File: config.mk
export PLATFORM = sky130hd
export DESIGN_NAME = qhsw_back
export DESIGN_NICKNAME = d
export VERILOG_FILES = /design/src/qhsw_pkg.sv /design/src/qhsw_back.sv
export SDC_FILE = /design/constraint.sdc
export NUM_CORES = 1
export LEC_CHECK = 0
export BUFFER_PORTS_ARGS = -buffer_cell sky130_fd_sc_hd__buf_2
export CAP_MARGIN = 10
export CORE_MARGIN = 4
export CORE_UTILIZATION = 30
export CTS_BUF_LIST = sky130_fd_sc_hd__clkbuf_16
export DETAILED_ROUTE_END_ITERATION = 8
export GPL_ROUTABILITY_DRIVEN = 1
export SLEW_MARGIN = 20
export SYNTH_ARGS = -nofsm -noshare
export SYNTH_HDL_FRONTEND = slang
export SYNTH_SLANG_ARGS = --single-unit
File: constraint.sdc
create_clock -name aclk -period 3.9 [get_ports aclk]
set_input_delay 0.39 -clock aclk [delete_from_list [all_inputs] [get_ports aclk]]
set_output_delay 0.39 -clock aclk [all_outputs]
set_load 0.02 [all_outputs]
File: src/qhsw_pkg.sv
// Shared types and constants for the quantized hard-swish block.
`default_nettype none
package qhsw_pkg;

    localparam int FRAC_BITS_DEFAULT = 24;
    localparam int SAMPLE_W          = 16;
    localparam int CFG_IDX_W         = 3;
    localparam int CFG_DATA_W        = 32;
    localparam int BOUND_W           = 17;
    localparam int COEF_W            = 32;

    localparam logic [CFG_IDX_W-1:0] IDX_LOWER_BOUND = 3'd0;
    localparam logic [CFG_IDX_W-1:0] IDX_UPPER_BOUND = 3'd1;
    localparam logic [CFG_IDX_W-1:0] IDX_QUAD_COEF   = 3'd2;
    localparam logic [CFG_IDX_W-1:0] IDX_LIN_COEF    = 3'd3;
    localparam logic [CFG_IDX_W-1:0] IDX_PASS_GAIN   = 3'd4;

    typedef struct packed {
        logic signed [BOUND_W-1:0] lower_bound;
        logic signed [BOUND_W-1:0] upper_bound;
        logic signed [COEF_W-1:0]  quad_coef;
        logic signed [COEF_W-1:0]  lin_coef;
        logic signed [COEF_W-1:0]  pass_gain;
    } cfg_t;

endpackage
`default_nettype wire

File: src/qhsw_back.sv
// Back pipeline: sum, scale with truncation toward zero, saturate to int16.
`default_nettype none
module qhsw_back
    import qhsw_pkg::*;
#(
    parameter int FRAC_BITS = FRAC_BITS_DEFAULT
) (
    input  wire logic                  aclk,
    input  wire logic                  aresetn,
    input  wire logic                  in_valid,
    output logic                       in_ready,
    input  wire logic signed [63:0]    in_prod_q,
    input  wire logic signed [47:0]    in_prod_l,
    output logic                       out_valid,
    input  wire logic                  out_ready,
    output logic signed [SAMPLE_W-1:0] out_sample
);

    localparam logic signed [63:0] BIAS    = (64'sd1 <<< FRAC_BITS) - 64'sd1;
    localparam logic signed [63:0] SAT_MAX = 64'sd32767;
    localparam logic signed [63:0] SAT_MIN = -64'sd32768;

    logic                       c_valid_reg;
    logic signed [63:0]         sum_reg;
    logic signed [63:0]         sum_next;
    logic                       d_valid_reg;
    logic signed [63:0]         quot_reg;
    logic signed [63:0]         quot_next;
    logic signed [63:0]         biased;
    logic                       e_valid_reg;
    logic signed [SAMPLE_W-1:0] sample_reg;
    logic signed [SAMPLE_W-1:0] sample_next;

    logic adv_c;
    logic adv_d;
    logic adv_e;

    assign adv_e    = !e_valid_reg || out_ready;
    assign adv_d    = !d_valid_reg || adv_e;
    assign adv_c    = !c_valid_reg || adv_d;
    assign in_ready = adv_c;

    always_comb begin
        sum_next = in_prod_q + 64'(in_prod_l);
        if (sum_reg[63]) begin
            biased = sum_reg + BIAS;
        end else begin
            biased = sum_reg;
        end
        quot_next = biased >>> FRAC_BITS;
        if (quot_reg > SAT_MAX) begin
            sample_next = SAT_MAX[SAMPLE_W-1:0];
        end else if (quot_reg < SAT_MIN) begin
            sample_next = SAT_MIN[SAMPLE_W-1:0];
        end else begin
            sample_next = quot_reg[SAMPLE_W-1:0];
        end
    end

    always_ff @(posedge aclk) begin
        if (!aresetn) begin
            c_valid_reg <= 1'b0;
            d_valid_reg <= 1'b0;
            e_valid_reg <= 1'b0;
        end else begin
            if (adv_c) begin
                c_valid_reg <= in_valid;
            end
            if (adv_d) begin
                d_valid_reg <= c_valid_reg;
            end
            if (adv_e) begin
                e_valid_reg <= d_valid_reg;
            end
        end
    end

    always_ff @(posedge aclk) begin
        if (adv_c) begin
            sum_reg <= sum_next;
        end
        if (adv_d) begin
            quot_reg <= quot_next;
        end
        if (adv_e) begin
            sample_reg <= sample_next;
        end
    end

    assign out_valid  = e_valid_reg;
    assign out_sample = sample_reg;

endmodule
`default_nettype wire

# --- After elaboration in Yosys (flattened, before gate mapping) ---
# Cells that the tools add are included.
totals:
  memories: 0
  register_bits: 123
  output_inout_bits: 18
  ramBits: 0
  romBits: 0
  latchBits: 0
classes:
  n_mux: 2
  bitwise_logic: 0
  n_shift: 0
  eq_ne: 0
  n_reduce_logical: 6
  div_mod_pow: 0
  n_lt_le_gt_ge: 2
  mul: 0
  addsub: 2
ops:
  columns: ["op", "n"]
  rows:
  - ["$add 64x25->64 const B", 1]
  - ["$add 64x48->64", 1]
  - ["$mux 64", 1]
  - ["$gt 40x16->1 const B", 1]
  - ["$lt 40x16->1 const B", 1]
  - ["$mux 16", 1]
  - ["$logic_not 1->1", 3]
  - ["$logic_or 1x1->1", 3]

# --- Longest topological paths before layout ---
depth:
  ltp_word: 4
  depth_mapped: 12
  mapped_depth_nobuf: 11

# --- Least setup slack after synthesis ---
# No wires, ideal clock.
synth_timing:
  path_kind: "reg-to-reg"
  startpoint: "reg e_valid_reg, in the netlist out_valid"
  endpoint: "reg sum_reg[0] (enable)"
  period_less_slack_ns: 3.259
  stages_incl_launch_ff: 3
  required_ns: 2.986
  setup_slack_ns: 0.641
  arrival_time_ns: 2.344
  path_buffers: 0
  path_cell_list: "dfxtp_1 > nor2b_1 > nand3_1"
synth_via:
  elab_chain_len: 4
synth_lines:
  columns: ["item", "line_no", "source"]
  rows:
  - ["from (decl)", "qhsw_back.sv:30", "logic e_valid_reg;"]
  - ["from (signal assigned)", "qhsw_back.sv:73", "e_valid_reg <= d_valid_reg;"]
  - ["$logic_not 1->1", "qhsw_back.sv:38", "assign adv_e = !e_valid_reg || out_ready;"]
  - ["$logic_or 1x1->1", "qhsw_back.sv:38", null]
  - ["$logic_or 1x1->1", "qhsw_back.sv:39", "assign adv_d = !d_valid_reg || adv_e;"]
  - ["$logic_or 1x1->1", "qhsw_back.sv:40", "assign adv_c = !c_valid_reg || adv_d;"]
  - ["named net in_ready", "qhsw_back.sv:11", "output logic in_ready,"]
  - ["to (signal assigned)", "qhsw_back.sv:80", "sum_reg <= sum_next;"]
  - ["to (decl)", "qhsw_back.sv:24", "logic signed [63:0] sum_reg;"]
# The timed path passes the listed nets, and every way through them passes these cells.
# A chain may end at the register's enable or synchronous reset.

# --- Final worst setup path ---
layout_timing:
  startpoint: "in in_prod_q[0]"
  endpoint: "reg sum_reg[60] (data pin)"
layout_via:
  elab_chain_len: 1
layout_lines:
  columns: ["item", "line_no", "source"]
  rows:
  - ["from (decl)", "qhsw_back.sv:12", "input wire logic signed [63:0] in_prod_q,"]
  - ["$add 64x48->64", "qhsw_back.sv:44", "sum_next = in_prod_q + 64'(in_prod_l);"]
  - ["named net sum_next[60]", "qhsw_back.sv:25", "logic signed [63:0] sum_next;"]
# The timed path passes the listed nets, and every way through them passes these cells.

==> results.toml <==
[synth]
net_count_after_synthesis = 1049
synth_area_leader_cell = "sky130_fd_sc_hd__edfxtp_1"
synth_area_sq_mm = 0.00859
synth.top_cells.by_area = "sky130_fd_sc_hd__edfxtp_1 42%, sky130_fd_sc_hd__ha_1 9.2%, sky130_fd_sc_hd__xnor2_1 6.8%"
number_of_synthesized_flops_with_an_enable_pin = 120
synth_area_per_cell_sq_um = 9.89
yosysTopAreaCellShare_pct = 41.9
yosys_synthesis_warning_count = 0
postSynthCellCount = 869
synthArstFlopShare_pct = 0
ys_types = 66
postSynthRegisterBits = 123
ys_seq_area_share_pct = 42.6
synth_top_flop_cell = "sky130_fd_sc_hd__edfxtp_1"

[route]
drtIter0Drc = 366
route.vias.total = 6918
via_per_inst = 5.02
post_detailed_route_drc_marker_count = 0
ant_nets = 0
route.final.wire_length_um = 21400
routedWlPerCell_um = 15.6
drt_pass1_iterations = 5

[pwr]
p_leak_nw = 4.23
largest_voltage_drop_on_the_vdd_net_v = 0.000351
p_per_area_mw_per_mm2 = 461

[timing]
tightestPinTransition_ns = 0.668
fin_tns_setup_ns = 0
max_clock_freq_mhz = 323
final_hold_viol_count = 0
unrepaired_setup_endpoints_after_global_routing = "no"
final.min_clock_period_ns = 3.09
relSlewSlack_pct = 55.0
setup-violations-final = 0
slew_viol_final = 0
worst_clock_skew_ns = 0.0102
min_period_over_period_pct = 79.3

[clock_tree]
post_cts_resize_count = 0
insertion_delay_ns = 0.41
numClockSinks = 123
cts.clk_slew.worst_paths_ns = 0.05
clock_tree.buffer_depth = 2
cts.htree.levels = 4
cts-root-buf = "sky130_fd_sc_hd__clkbuf_16"
post_cts.repair.setup_buffers = 0
cts_buffers = 17
tritoncts = "yes"
post_cts_hold_buffer_count = 0

[hold_path]
hold_path.startpoint = "in_valid"
worst_hold_path_type = "input pin to flip-flop"

[floorplanning]
core.rowCount = 61
floorplan.initialDensity_pct = 30.7
floorplan.die_area_sq_mm = 0.0314
dieHeight_um = 177
core_region_area_sq_mm = 0.0280
boundaryPins = 134
die_width_um = 177

[critical_path]
critPathRequiredTime_ns = 4.06
path_common_cell = "sky130_fd_sc_hd__a211oi_1"
path_buf_inv = 1
crit_chain = "buf_2, ha_1, fa_1, a211oi_1, o21a_1, a211oi_2, a22oi_1, o21ai_1, o2111ai_1, nand3_1, a211oi_1, xnor2_1"
arrival_ns = 3.25
critical-path-slowest-cell = "sky130_fd_sc_hd__fa_1"
worst_path_dominant_cell_family = "compound AO/OA/AOI/OAI gates"
crit_path_start = "in_prod_q[0]"
setup.worst_path.start_class = "input pin"
worst_r2r_startpoint = "sum_reg[23]"
max_stage_delay_ns = 0.43
critPathMaxFanout = 4
end_kind = "flip-flop"
crit_type = "input pin to flip-flop"

[layout]
layout.filler_cells = 2852
layout-drive-gt1-share_pct = 18.9
final_net_count = 1166
antenna-diode-count = 0
final-instance-count-excl-fill = 1377
synthToLayoutAreaGrowth_pct = 19.3
largest_register_ff_count = 64

[global_route]
grt_pass1_vias = 6752
grt.total_usage_pct = 13.7
largest_net_degree_at_the_start_of_global_routing = 41
grt_antenna_before_repair = 0
grt_remaining_overflow = 0
grt_pass1_wl_um = 34600

[placement]
dp_cells = 1345
numPortBuffers = 133
dpl.hpwl_um = 17600
final_weighted_congestion_of_routability_driven_global_placement = 0.874

[status]
status = "complete, no violations"

[flow_run]
timing.max_cap.violations = 0
[stage by stage]
step	area (sq um)	power, mW	util, %	worst slack [ns]	hold slack (ns)
2_1_floorplan	8590	2.76	-	0.641	0.459
3_3_place_gp	9620	3.10	34.3	0.539	0.497
3_5_place_dp	9620	3.12	34.4	0.408	0.523
4_1_cts	10200	4.76	36.6	0.833	0.210
5_1_grt	10200	4.99	36.6	0.711	0.223
6_report	10200	4.72	36.6	0.806	0.221
[cells by family (layout without fill, tap and decap cells)]
family / Yosys count / in the layout / share of synthesized area [%]
AND/OR/NAND/NOR: 282 / 282 / 16.3
AO/OA/AOI/OAI: 231 / 231 / 18.3
flip-flops: 123 / 123 / 42.6
XOR/XNOR: 100 / 100 / 10.2
multiplexers: 1 / 1 / 0.117
adder cells (fa/ha/maj): 64 / 64 / 9.41
buffers and inverters: 68 / 198 / 3.07
[cell type report]
cell class	instances	area, sq um	share of cell area [%]
clock inverters	15	199	1.94
flip-flops and latches	123	3660	35.8
repair buffers	137	696	6.79
inverters	29	109	1.06
multi-input cells	678	4680	45.7
well taps	378	473	4.62
clock buffers	17	425	4.15
[cells in the mapped netlist, drive strengths merged, types with 2 or more instances]
master / n
buf: 3
xnor2: 67
a221oi: 3
o31a: 4
and2: 7
dfxtp: 3
o211ai: 5
o21a: 6
a21oi: 73
nor3: 9
a211o: 3
o31ai: 3
a21boi: 3
nor2: 74
o22ai: 2
a311oi: 3
inv: 29
nor2b: 7
or2: 2
a31o: 2
and4: 6
o41ai: 3
nor4: 14
edfxtp: 120
nand4: 38
a221o: 3
ha: 63
nand2: 63
xor2: 33
clkbuf: 36
and3: 16
a31oi: 12
o21ai: 33
nand2b: 6
o21bai: 16
a21o: 37
nand3: 36
nand3b: 2
o221ai: 2
a32oi: 2
a211oi: 10
[routing by layer]
metal | vias up | routed length [um] | track usage (%)
li1 | 3505 | - | -
met1 | 3235 | 10400 | 19.1
met2 | 160 | 9690 | 21.6
met3 | 18 | 937 | 2.52
met4 | 0 | 383 | 4.32
met5 | - | 0 | 0
[worst paths after layout]
kind / to / slack, ns / depth (start not counted)
worst min-delay path: c_valid_reg / 0.22 / 3
worst max-delay path: sum_reg[60] / 0.81 / 12
worst min register to register: out_sample[15] / 0.52 / 0
worst max register to register: quot_reg[14] / 1.37 / 7
[where the power goes]
| part | switching [mW] | internal, mW |
|---|---|---|
| Sequential | 0.163 | 1.84 |
| Clock | 0.559 | 1.07 |
| Combinational | 0.635 | 0.456 |
[cell usage in the layout, fill, tap and decap left out, types with 4 or more instances in the layout]
master                       count
sky130_fd_sc_hd__nand2_1        63
sky130_fd_sc_hd__o21ai_1         4
sky130_fd_sc_hd__and4_1          6
sky130_fd_sc_hd__nand2b_1        6
sky130_fd_sc_hd__nor2_1         74
sky130_fd_sc_hd__nor3_1          9
sky130_fd_sc_hd__inv_1          30
sky130_fd_sc_hd__and2_1          5
sky130_fd_sc_hd__clkbuf_16      17
sky130_fd_sc_hd__a21o_1         37
sky130_fd_sc_hd__ha_1           63
sky130_fd_sc_hd__o31a_1          4
sky130_fd_sc_hd__buf_2         133
sky130_fd_sc_hd__xor2_1         33
sky130_fd_sc_hd__a31oi_1        11
sky130_fd_sc_hd__edfxtp_1      120
sky130_fd_sc_hd__o21a_1          6
sky130_fd_sc_hd__a21oi_1        72
sky130_fd_sc_hd__buf_4           4
sky130_fd_sc_hd__nand4_1        37
sky130_fd_sc_hd__clkinvlp_4      4
sky130_fd_sc_hd__and3_1         16
sky130_fd_sc_hd__o21bai_1       15
sky130_fd_sc_hd__xnor2_1        67
sky130_fd_sc_hd__o211ai_1        5
sky130_fd_sc_hd__bufinv_16       4
sky130_fd_sc_hd__a211oi_1        9
sky130_fd_sc_hd__nand3_1        35
sky130_fd_sc_hd__nor2b_1         7
sky130_fd_sc_hd__o21ai_0        28
sky130_fd_sc_hd__nor4_1         13
[worst register-to-register path, cell delays in order, from the launching register on]
cell and delay, ns:
sky130_fd_sc_hd__edfxtp_1 0.36, sky130_fd_sc_hd__nor4_1 0.51, sky130_fd_sc_hd__and4_1 0.28, sky130_fd_sc_hd__nand3_1 0.15, sky130_fd_sc_hd__and2_0 0.32, sky130_fd_sc_hd__and3_1 0.29, sky130_fd_sc_hd__nor2b_1 0.18, sky130_fd_sc_hd__xor2_1 0.16
Note: power is estimated with default switching activity, not from simulation.
