`config.mk`:
```
export PLATFORM = sky130hd
export DESIGN_NAME = qhsw_cfg
export DESIGN_NICKNAME = d
export VERILOG_FILES = /design/src/qhsw_pkg.sv /design/src/qhsw_cfg.sv
export SDC_FILE = /design/constraint.sdc
export NUM_CORES = 1
export LEC_CHECK = 0
export BUFFER_PORTS_ARGS = -buffer_cell sky130_fd_sc_hd__buf_4
export CAP_MARGIN = 20
export CELL_PAD_IN_SITES_DETAIL_PLACEMENT = 1
export CELL_PAD_IN_SITES_GLOBAL_PLACEMENT = 2
export CORE_MARGIN = 4
export CORE_UTILIZATION = 32
export CTS_CLUSTER_DIAMETER = 30
export DETAILED_ROUTE_END_ITERATION = 8
export PLACE_DENSITY_LB_ADDON = 0.15
export SLEW_MARGIN = 15
export SYNTH_ARGS = -nofsm -noshare
export SYNTH_HDL_FRONTEND = slang
export SYNTH_SLANG_ARGS = --single-unit
```
`constraint.sdc`:
```
create_clock -name aclk -period 2.1 [get_ports aclk]
set_clock_uncertainty 0.1 [all_clocks]
set_input_delay 0.105 -clock aclk [delete_from_list [all_inputs] [get_ports aclk]]
set_output_delay 0.105 -clock aclk [all_outputs]
set_load 0.005 [all_outputs]
```
`src/qhsw_pkg.sv`:
```
// Shared types and constants for the quantized hard-swish block.
`default_nettype none
package qhsw_pkg;

    localparam int FRAC_BITS_DEFAULT = 24;
    localparam int SAMPLE_W          = 16;
    localparam int CFG_IDX_W         = 3;
    localparam int CFG_DATA_W        = 32;
    localparam int BOUND_W           = 17;
    localparam int COEF_W            = 32;

    localparam logic [CFG_IDX_W-1:0] IDX_LOWER_BOUND = 3'd0;
    localparam logic [CFG_IDX_W-1:0] IDX_UPPER_BOUND = 3'd1;
    localparam logic [CFG_IDX_W-1:0] IDX_QUAD_COEF   = 3'd2;
    localparam logic [CFG_IDX_W-1:0] IDX_LIN_COEF    = 3'd3;
    localparam logic [CFG_IDX_W-1:0] IDX_PASS_GAIN   = 3'd4;

    typedef struct packed {
        logic signed [BOUND_W-1:0] lower_bound;
        logic signed [BOUND_W-1:0] upper_bound;
        logic signed [COEF_W-1:0]  quad_coef;
        logic signed [COEF_W-1:0]  lin_coef;
        logic signed [COEF_W-1:0]  pass_gain;
    } cfg_t;

endpackage
`default_nettype wire

```
`src/qhsw_cfg.sv`:
```
// Configuration register file for the quantized hard-swish block.
`default_nettype none
module qhsw_cfg
    import qhsw_pkg::*;
#(
    parameter int FRAC_BITS = FRAC_BITS_DEFAULT
) (
    input  wire logic                  aclk,
    input  wire logic                  aresetn,
    input  wire logic                  cfg_wr_en,
    input  wire logic [CFG_IDX_W-1:0]  cfg_index,
    input  wire logic [CFG_DATA_W-1:0] cfg_wdata,
    output cfg_t                       cfg
);

    localparam logic signed [COEF_W-1:0] GAIN_ONE = COEF_W'(64'sd1 <<< FRAC_BITS);

    cfg_t cfg_reg;
    cfg_t cfg_next;

    always_comb begin
        cfg_next = cfg_reg;
        if (cfg_wr_en) begin
            case (cfg_index)
                IDX_LOWER_BOUND: cfg_next.lower_bound = cfg_wdata[BOUND_W-1:0];
                IDX_UPPER_BOUND: cfg_next.upper_bound = cfg_wdata[BOUND_W-1:0];
                IDX_QUAD_COEF:   cfg_next.quad_coef   = cfg_wdata[COEF_W-1:0];
                IDX_LIN_COEF:    cfg_next.lin_coef    = cfg_wdata[COEF_W-1:0];
                IDX_PASS_GAIN:   cfg_next.pass_gain   = cfg_wdata[COEF_W-1:0];
                default: ;
            endcase
        end
    end

    always_ff @(posedge aclk) begin
        if (!aresetn) begin
            cfg_reg.lower_bound <= '0;
            cfg_reg.upper_bound <= '0;
            cfg_reg.quad_coef   <= '0;
            cfg_reg.lin_coef    <= '0;
            cfg_reg.pass_gain   <= GAIN_ONE;
        end else begin
            cfg_reg <= cfg_next;
        end
    end

    assign cfg = cfg_reg;

endmodule
`default_nettype wire

```
Yosys cells after proc, flatten, opt, wreduce, memory -nomap -nowiden:

Index checks and enable logic that the tools add are counted.

* equality and inequality tests: 4
* reduce and logical (&&, ||, !) cells: 6

Operators with widths (count)
* $reduce_and 2->1: 5
* $eq 3x2->1 const B: 2
* $eq 3x1->1 const B: 1
* $eq 3x3->1 const B: 1
* $logic_not 3->1: 1

* bits in registers: 130
* input port bits: 38
* output and inout port bits: 130
* logic and storage cells: 15

Depth between registers and ports, before layout:

Gate-level depths: netlist of run 1.

* word-level depth: 2
* depth in mapped cells: 5
* depth with buffers taken out: 2

Worst setup path after synthesis of run 1:

Ideal clock, no wire load.

* path type: input -> register
* start: input port cfg_index[0]
* end: register cfg_reg, in the netlist cfg[113]
* library setup time: 72 ps
* arrival time: 871 ps
* required time: 1928 ps
* setup slack: 1057 ps
* stages on the path: 4
* path buffers: 2
* path through: nor4b_2 -> buf_6 -> buf_8 -> mux2i_1

* word-level cells in the longest chain between the ends: 2

Ends and longest elaborated chain
* from (decl): line qhsw_cfg.sv:11 `input wire logic [CFG_IDX_W-1:0] cfg_index,`
* $logic_not 3->1: line qhsw_cfg.sv:24 `case (cfg_index)`
* $reduce_and 2->1 (no line)
* to (signal assigned): line qhsw_cfg.sv:43 `cfg_reg <= cfg_next;`
* to (decl): line qhsw_cfg.sv:18 `cfg_t cfg_reg;`

No other way between the ends.
A chain may end at the register's enable or synchronous reset.

Final worst setup path of run 1:

* start: input port cfg_index[2]
* end: register cfg_reg, in the netlist cfg[35]

* word-level cells in the longest chain between the ends: 2

Ends and longest elaborated chain (line)
* $eq 3x2->1: qhsw_cfg.sv:24
* $reduce_and 2->1 (no line)

No other way between the ends.

==> results.ini, run 1 <==
[clock_tree]
clock-sinks = 130
clkTransAtPathRegs_ps = 50
cts_buffer_depth = 2
clk_latency_ps = 400
cts_buffers = 17
htree_levels = 4
cts_resized = 0
cts_root_buf = clkbuf_16
tritoncts = yes

[placement]
gp_congestion = 0.785
numPortBuffers = 167
dp_hpwl_microns = 9900
place_area_sq_mm = 0.00622
dpl_worst_slack_ps = 381

[finish]
synthToLayoutAreaGrowth_pct = 44.7
num-nets-final = 687
diodes = 0
largest_register_ffs = 130
final_common_cell = buf_4
final_cell_mix = buf_4, nand2_1, mux2i_1, dfxtp_1, dlygate4sd3_1
design_area_sq_mm = 0.00698
drive_gt1_frac = 0.319

[floorplan]
die_x_microns = 131
initial_core_util = 0.329
dieArea_sq_mm = 0.0171
ios = 168
core_sq_mm = 0.0146
die_h_microns = 131
rows = 44

[critical_path]
r2r_cells = 2
arrival_ps = 1460
cp-endpoint = cfg[35]$_SDFFE_PN0P_
path_max_fanout = 32
crit_type = in -> reg
r2r-end = cfg[24]$_SDFFE_PN1P_
worstPathRequired_ps = 2310
r2r-start = cfg[24]$_SDFFE_PN1P_
r2r_slack_ps = 1350
end_kind = register
crit_start = cfg_index[2]
crit_path_start_kind = primary input

[job]
maxCapViolCount = 0

[pwr]
vdd_drop_max_mv = 0.517
power.leakage_nw = 3.33
power_density_mw_per_mm2 = 789

[sta]
drv_slew = 0
worst_slack_ps = 850
finalSetupViolCount = 0
finalCritPeriodShare = 0.595
fmax_mhz = 800
max_slew_margin = 0.398
whs_ps = 0.621
min_period_ps = 1250
rsz0062_at_grt = no
worst_pin_slew_ps = 901
hold_viol_final = 0
finalSetupTns_ps = 0

[synth]
ys.warnings.count = 0
synth_top_area_share = 0.540
ys_types = 13
synthCells = 461
synth_area_leaders = dfxtp_1, mux2i_1, nand2_1, buf_6, buf_2
syn_nets = 499
ys_ff_latch = 130
synth_area_per_cell_sq_um = 10.5
synthesis.area_sq_mm = 0.00482
synth.largest_area_cell = dfxtp_1
ys_seq_area_frac = 0.540

[routing]
viasPerCell = 4.61
drtIter0Drc = 98
wire_per_inst_microns = 16.8
num_vias = 3903
drt-total-wl_microns = 14200
firstDrtPassIters = 4
route.detailed.drc = 0
postRouteAntennaNets = 0

[hold_path]
hold_class = in -> reg

[global_routing]
grt_pass1_wl_microns = 22100
antenna_found_initial = 0
grt_pass1_vias = 4188
grt-ovfl-total = 0
grt_max_degree = 41
grt_usage = 0.169

[status]
status = complete, no violations

[metal layers]
metal	track usage	wire length [microns]	vias up	part of all wire
li1	-	-	1901	-
met1	0.195	6010	1887	0.42
met2	0.289	7030	100	0.50
met3	0.0610	946	15	0.067
met4	0.0611	183	0	0.013
met5	0	0	-	0
[power breakdown]
part	switching, mW	internal, mW	total, mW
logic	0.202	0.218	0.420
registers	0.0323	2.52	2.56
clock network	1.02	1.51	2.53
total	1.25	4.25	5.51
[stage by stage]
step	total power, mW	util	std cells
3_5_place_dp	3.00	0.425	789
2_1_floorplan	2.79	-	461
3_3_place_gp	2.99	0.425	789
4_1_cts	5.60	0.477	846
5_1_grt	5.74	0.477	846
6_report	5.51	0.477	846
[layout make-up]
cell class	count	area (sq um)
Tap cell	184	230
Clock buffer	20	447
Fill cell	1580	7660
Timing Repair Buffer	202	1620
Clock inverter	12	67.6
Multi-Input combinational cell	298	2020
Sequential cell	130	2600
[worst min-delay path by stage]
stage,start,end,slack [ps],depth (start not counted)
after global placement,cfg_wdata[24],cfg[24]$_SDFFE_PN1P_,280,3
after detailed placement,cfg_wdata[24],cfg[24]$_SDFFE_PN1P_,290,3
after floorplan,cfg_wdata[24],cfg[24]$_SDFFE_PN1P_,170,2
after global routing,cfg_wdata[16],cfg[48]$_SDFFE_PN0P_,20,3
final,cfg_wdata[16],cfg[48]$_SDFFE_PN0P_,0.6,3
after CTS,cfg_wdata[15],cfg[47]$_SDFFE_PN0P_,0.5,3
[worst max-delay path: stages]
cell,delay (ps)
buf_4,140
nand4b_4,770
mux2i_1,420
[synth_stat cells]
master       n
nand4b_2     1
nand2_1    161
and4bb_1     2
dfxtp_1    130
buf_2       12
buf_6       10
buf_4        3
mux2i_1    130
nor4b_2      1
clkbuf_1     7
buf_8        1
nor2b_1      2
nand4bb_1    1
[kinds of logic after synthesis]
group         count (synthesis)  synth area share
mux                         130             0.270
flops                       130             0.540
simple gates                168             0.142
buf+inv                      33            0.0490
[timing repair]
item,in CTS,in global routing
buffers inserted,0,0
hold buffers,25,0
endpoints found under the hold margin,85,0
Power figures use the tool's default switching activity.
==> run 2: changes to the inputs <==
--- a/config.mk
+++ b/config.mk
@@ -5,12 +5,13 @@
 export SDC_FILE = /design/constraint.sdc
 export NUM_CORES = 1
 export LEC_CHECK = 0
+export ABC_AREA = 1
 export BUFFER_PORTS_ARGS = -buffer_cell sky130_fd_sc_hd__buf_4
 export CAP_MARGIN = 20
 export CELL_PAD_IN_SITES_DETAIL_PLACEMENT = 1
 export CELL_PAD_IN_SITES_GLOBAL_PLACEMENT = 2
 export CORE_MARGIN = 4
-export CORE_UTILIZATION = 32
+export CORE_UTILIZATION = 24
 export CTS_CLUSTER_DIAMETER = 30
 export DETAILED_ROUTE_END_ITERATION = 8
 export PLACE_DENSITY_LB_ADDON = 0.15
==> constraint.sdc (replaced) <==
create_clock -name aclk -period 1 [get_ports aclk]
set_clock_uncertainty 0.1 [all_clocks]
set_input_delay 0.05 -clock aclk [delete_from_list [all_inputs] [get_ports aclk]]
set_output_delay 0.05 -clock aclk [all_outputs]
set_load 0.005 [all_outputs]
==> results.ini, run 2 <==
[hold_path]
hold_class = in -> reg  ; unchanged
hold_depth = 5  ; was 3

[critical_path]
crit_type = reg -> out  ; was in -> reg
worstPathRequired_ps = 850  ; was 2310 ps
crit_path_start_kind = register  ; was primary input
path_buf_inv = 1  ; unchanged
arrival_ps = 890  ; was 1460 ps
path_cells = buf_6  ; was buf_4 -> nand4b_4 -> mux2i_1
crit_cells = 1  ; was 3
cpMaxStageDelayCell = dfxtp_2  ; was nand4b_4
slowest_delay_ps = 360  ; was 770 ps
end_kind = output pin  ; was register
r2r_cells = 3  ; was 2
path_max_fanout = 2  ; was 32
cp_top_family = flip-flops  ; was simple AND/OR/NAND/NOR gates

[global_routing]
antenna_found_initial = 0  ; unchanged
grt-ovfl-total = 0  ; unchanged
grt_usage = 0.171  ; was 0.169
grt_pass1_wl_microns = 32200  ; was 22100 microns
grt_max_degree = 73  ; was 41
grt_pass1_vias = 5685  ; was 4188

[synth]
ys_ff_latch = 130  ; unchanged
synth_top_area_share = 0.499  ; was 0.540
synth_ff_type = dfxtp_1  ; unchanged
synth.largest_area_cell = dfxtp_1  ; unchanged
ys_types = 15  ; was 13
synthesis.area_sq_mm = 0.00522  ; was 0.00482 sq mm
ys_top_cells_by_count = nor2_1, nand2_1, dfxtp_1, nand3_1, inv_1  ; was nand2_1, dfxtp_1, mux2i_1
synth_most_common_cell = nor2_1  ; was nand2_1
syn_nets = 790  ; was 499
synth_area_leaders = dfxtp_1, nor2_1, nand3_1, nand2_1, inv_1  ; was dfxtp_1, mux2i_1, nand2_1, buf_6, buf_2
synth_edf_count = 0  ; unchanged
ys.warnings.count = 0  ; unchanged
synth_area_per_cell_sq_um = 6.94  ; was 10.5 sq um
ys_seq_area_frac = 0.499  ; was 0.540
synthCells = 752  ; was 461
synthArstFlopShare = 0  ; unchanged

[floorplan]
initial_core_util = 0.246  ; was 0.329
core_sq_mm = 0.0212  ; was 0.0146 sq mm
die_h_microns = 155  ; was 131 microns
dieArea_sq_mm = 0.0242  ; was 0.0171 sq mm
rows = 53  ; was 44
die_x_microns = 155  ; was 131 microns
ios = 168  ; unchanged

[job]
maxCapViolCount = 0  ; unchanged

[routing]
drt-total-wl_microns = 20600  ; was 14200 microns
drtIter0Drc = 217  ; was 98
firstDrtPassIters = 4  ; unchanged
num_vias = 5444  ; was 3903
wire_per_inst_microns = 16.6  ; was 16.8 microns
route.detailed.drc = 0  ; unchanged
viasPerCell = 4.40  ; was 4.61
postRouteAntennaNets = 0  ; unchanged

[sta]
finalSetupTns_ps = -907  ; was 0 ps
worst_slack_ps = -37.6  ; was 850 ps
hold_viol_final = 0  ; unchanged
finalSetupViolCount = 91  ; was 0
whs_ps = 11.6  ; was 0.621 ps
min_period_ps = 1040
worst_pin_slew_ps = 438  ; was 901 ps
max_slew_margin = 0.707  ; was 0.398
finalCritPeriodShare = 1.04
drv_slew = 0  ; unchanged
rsz0062_at_grt = yes  ; was no
fmax_mhz = 964

[finish]
synthToLayoutAreaGrowth_pct = 63.4  ; was 44.7%
drive_gt1_frac = 0.395  ; was 0.319
largest_register_ffs = 130  ; unchanged
final_cell_mix = nor2_1, nand2_1, buf_6  ; was buf_4, nand2_1, mux2i_1, dfxtp_1, dlygate4sd3_1
nFillCells = 2559  ; was 1580
final_common_cell = nor2_1  ; was buf_4
num-nets-final = 987  ; was 687
diodes = 0  ; unchanged

[status]
violations = negative setup slack
status = complete, but fails checks  ; was complete, no violations

[clock_tree]
clkTransAtPathRegs_ps = 60  ; was 50 ps
cts_buffer_depth = 2  ; unchanged
cts_buffers = 17  ; unchanged
cts_root_buf = clkbuf_16  ; unchanged
clock-sinks = 130  ; unchanged
tritoncts = yes  ; unchanged
clk_latency_ps = 420  ; was 400 ps
htree_levels = 4  ; unchanged

[placement]
dp_hpwl_microns = 14100  ; was 9900 microns
gp_congestion = 0.780  ; was 0.785
numPortBuffers = 167  ; unchanged

[pwr]
power_density_mw_per_mm2 = 1600  ; was 789 mW/mm^2
vdd_drop_max_mv = 1.16  ; was 0.517 mV
power.leakage_nw = 3.81  ; was 3.33 nW

## run 2: changes by cell type in the layout (fill, tap and decap cells not counted), moves of 30 or more
cell	delta
dfxtp_1	-130
nand3_1	+130
buf_6	+131
inv_1	+30
nor2_1	+258
mux2i_1	-130
dfxtp_2	+127
buf_4	-115
## run 2: path summary, 6_finish.rpt
| kind | start | end | slack (ps) |
|---|---|---|---|
| max | cfg[9]$_SDFFE_PN0P_ | cfg[9] | -40 |
| min | cfg_wdata[3] | cfg[116]$_SDFFE_PN0P_ | 10 |
| max reg2reg | cfg[48]$_SDFFE_PN0P_ | cfg[48]$_SDFFE_PN0P_ | 190 |
| min reg2reg | cfg[79]$_SDFFE_PN0P_ | cfg[79]$_SDFFE_PN0P_ | 380 |
## run 2: final cells by class
class                           count  area [sq um]  share of cell area
Clock buffer                       22           464              0.0544
Clock inverter                     10           131              0.0154
Inverter                           38           161              0.0189
Multi-Input combinational cell    534          2230               0.262
Sequential cell                   130          2770               0.325
Tap cell                          275           344              0.0403
Timing Repair Buffer              228          2430               0.284
## run 2: report_power, final
part	total (mW)	leakage (nW)	switching [mW]	internal, mW
sequential	5.54	1.12	0.150	5.40
combinational	1.68	2.40	0.857	0.826
clock	6.39	0.294	2.36	4.04
## run 2: cell families (layout without fill, tap and decap cells)
kind of cell | Yosys count | after routing | share of synthesized area
flip-flops | 130 | 130 | 0.499
AND/OR/NAND/NOR | 533 | 533 | 0.421
buffers and inverters | 88 | 298 | 0.0793
AO/OA/AOI/OAI | 1 | 1 | 0.000958
## run 2: per-stage QoR
stage | worst slack [ps] | utilization | std cells | power, mW | instance area, sq um
2_1_floorplan | 93.2 | - | 752 | 6.28 | 5220
3_3_place_gp | -289 | 0.326 | 1171 | 7.04 | 6920
3_5_place_dp | -381 | 0.326 | 1171 | 7.07 | 6920
4_1_cts | -54.2 | 0.399 | 1235 | 13.8 | 8470
5_1_grt | -74.9 | 0.402 | 1237 | 14.3 | 8530
6_report | -37.6 | 0.402 | 1237 | 13.6 | 8530
## run 2: per-layer routing
metal / global-route usage / wire, microns / up-vias
met4: 0.0529 / 304 / 0
met3: 0.0378 / 1040 / 24
met2: 0.281 / 9670 / 130
met5: 0 / 0 / -
li1: - / - / 2722
met1: 0.226 / 9540 / 2568
## run 2: timing repair
action,CTS,global route
resized for setup,260,12
endpoints found under the hold margin,84,0
setup endpoints to repair,130,233
hold buffers,26,0
setup buffers,6,2
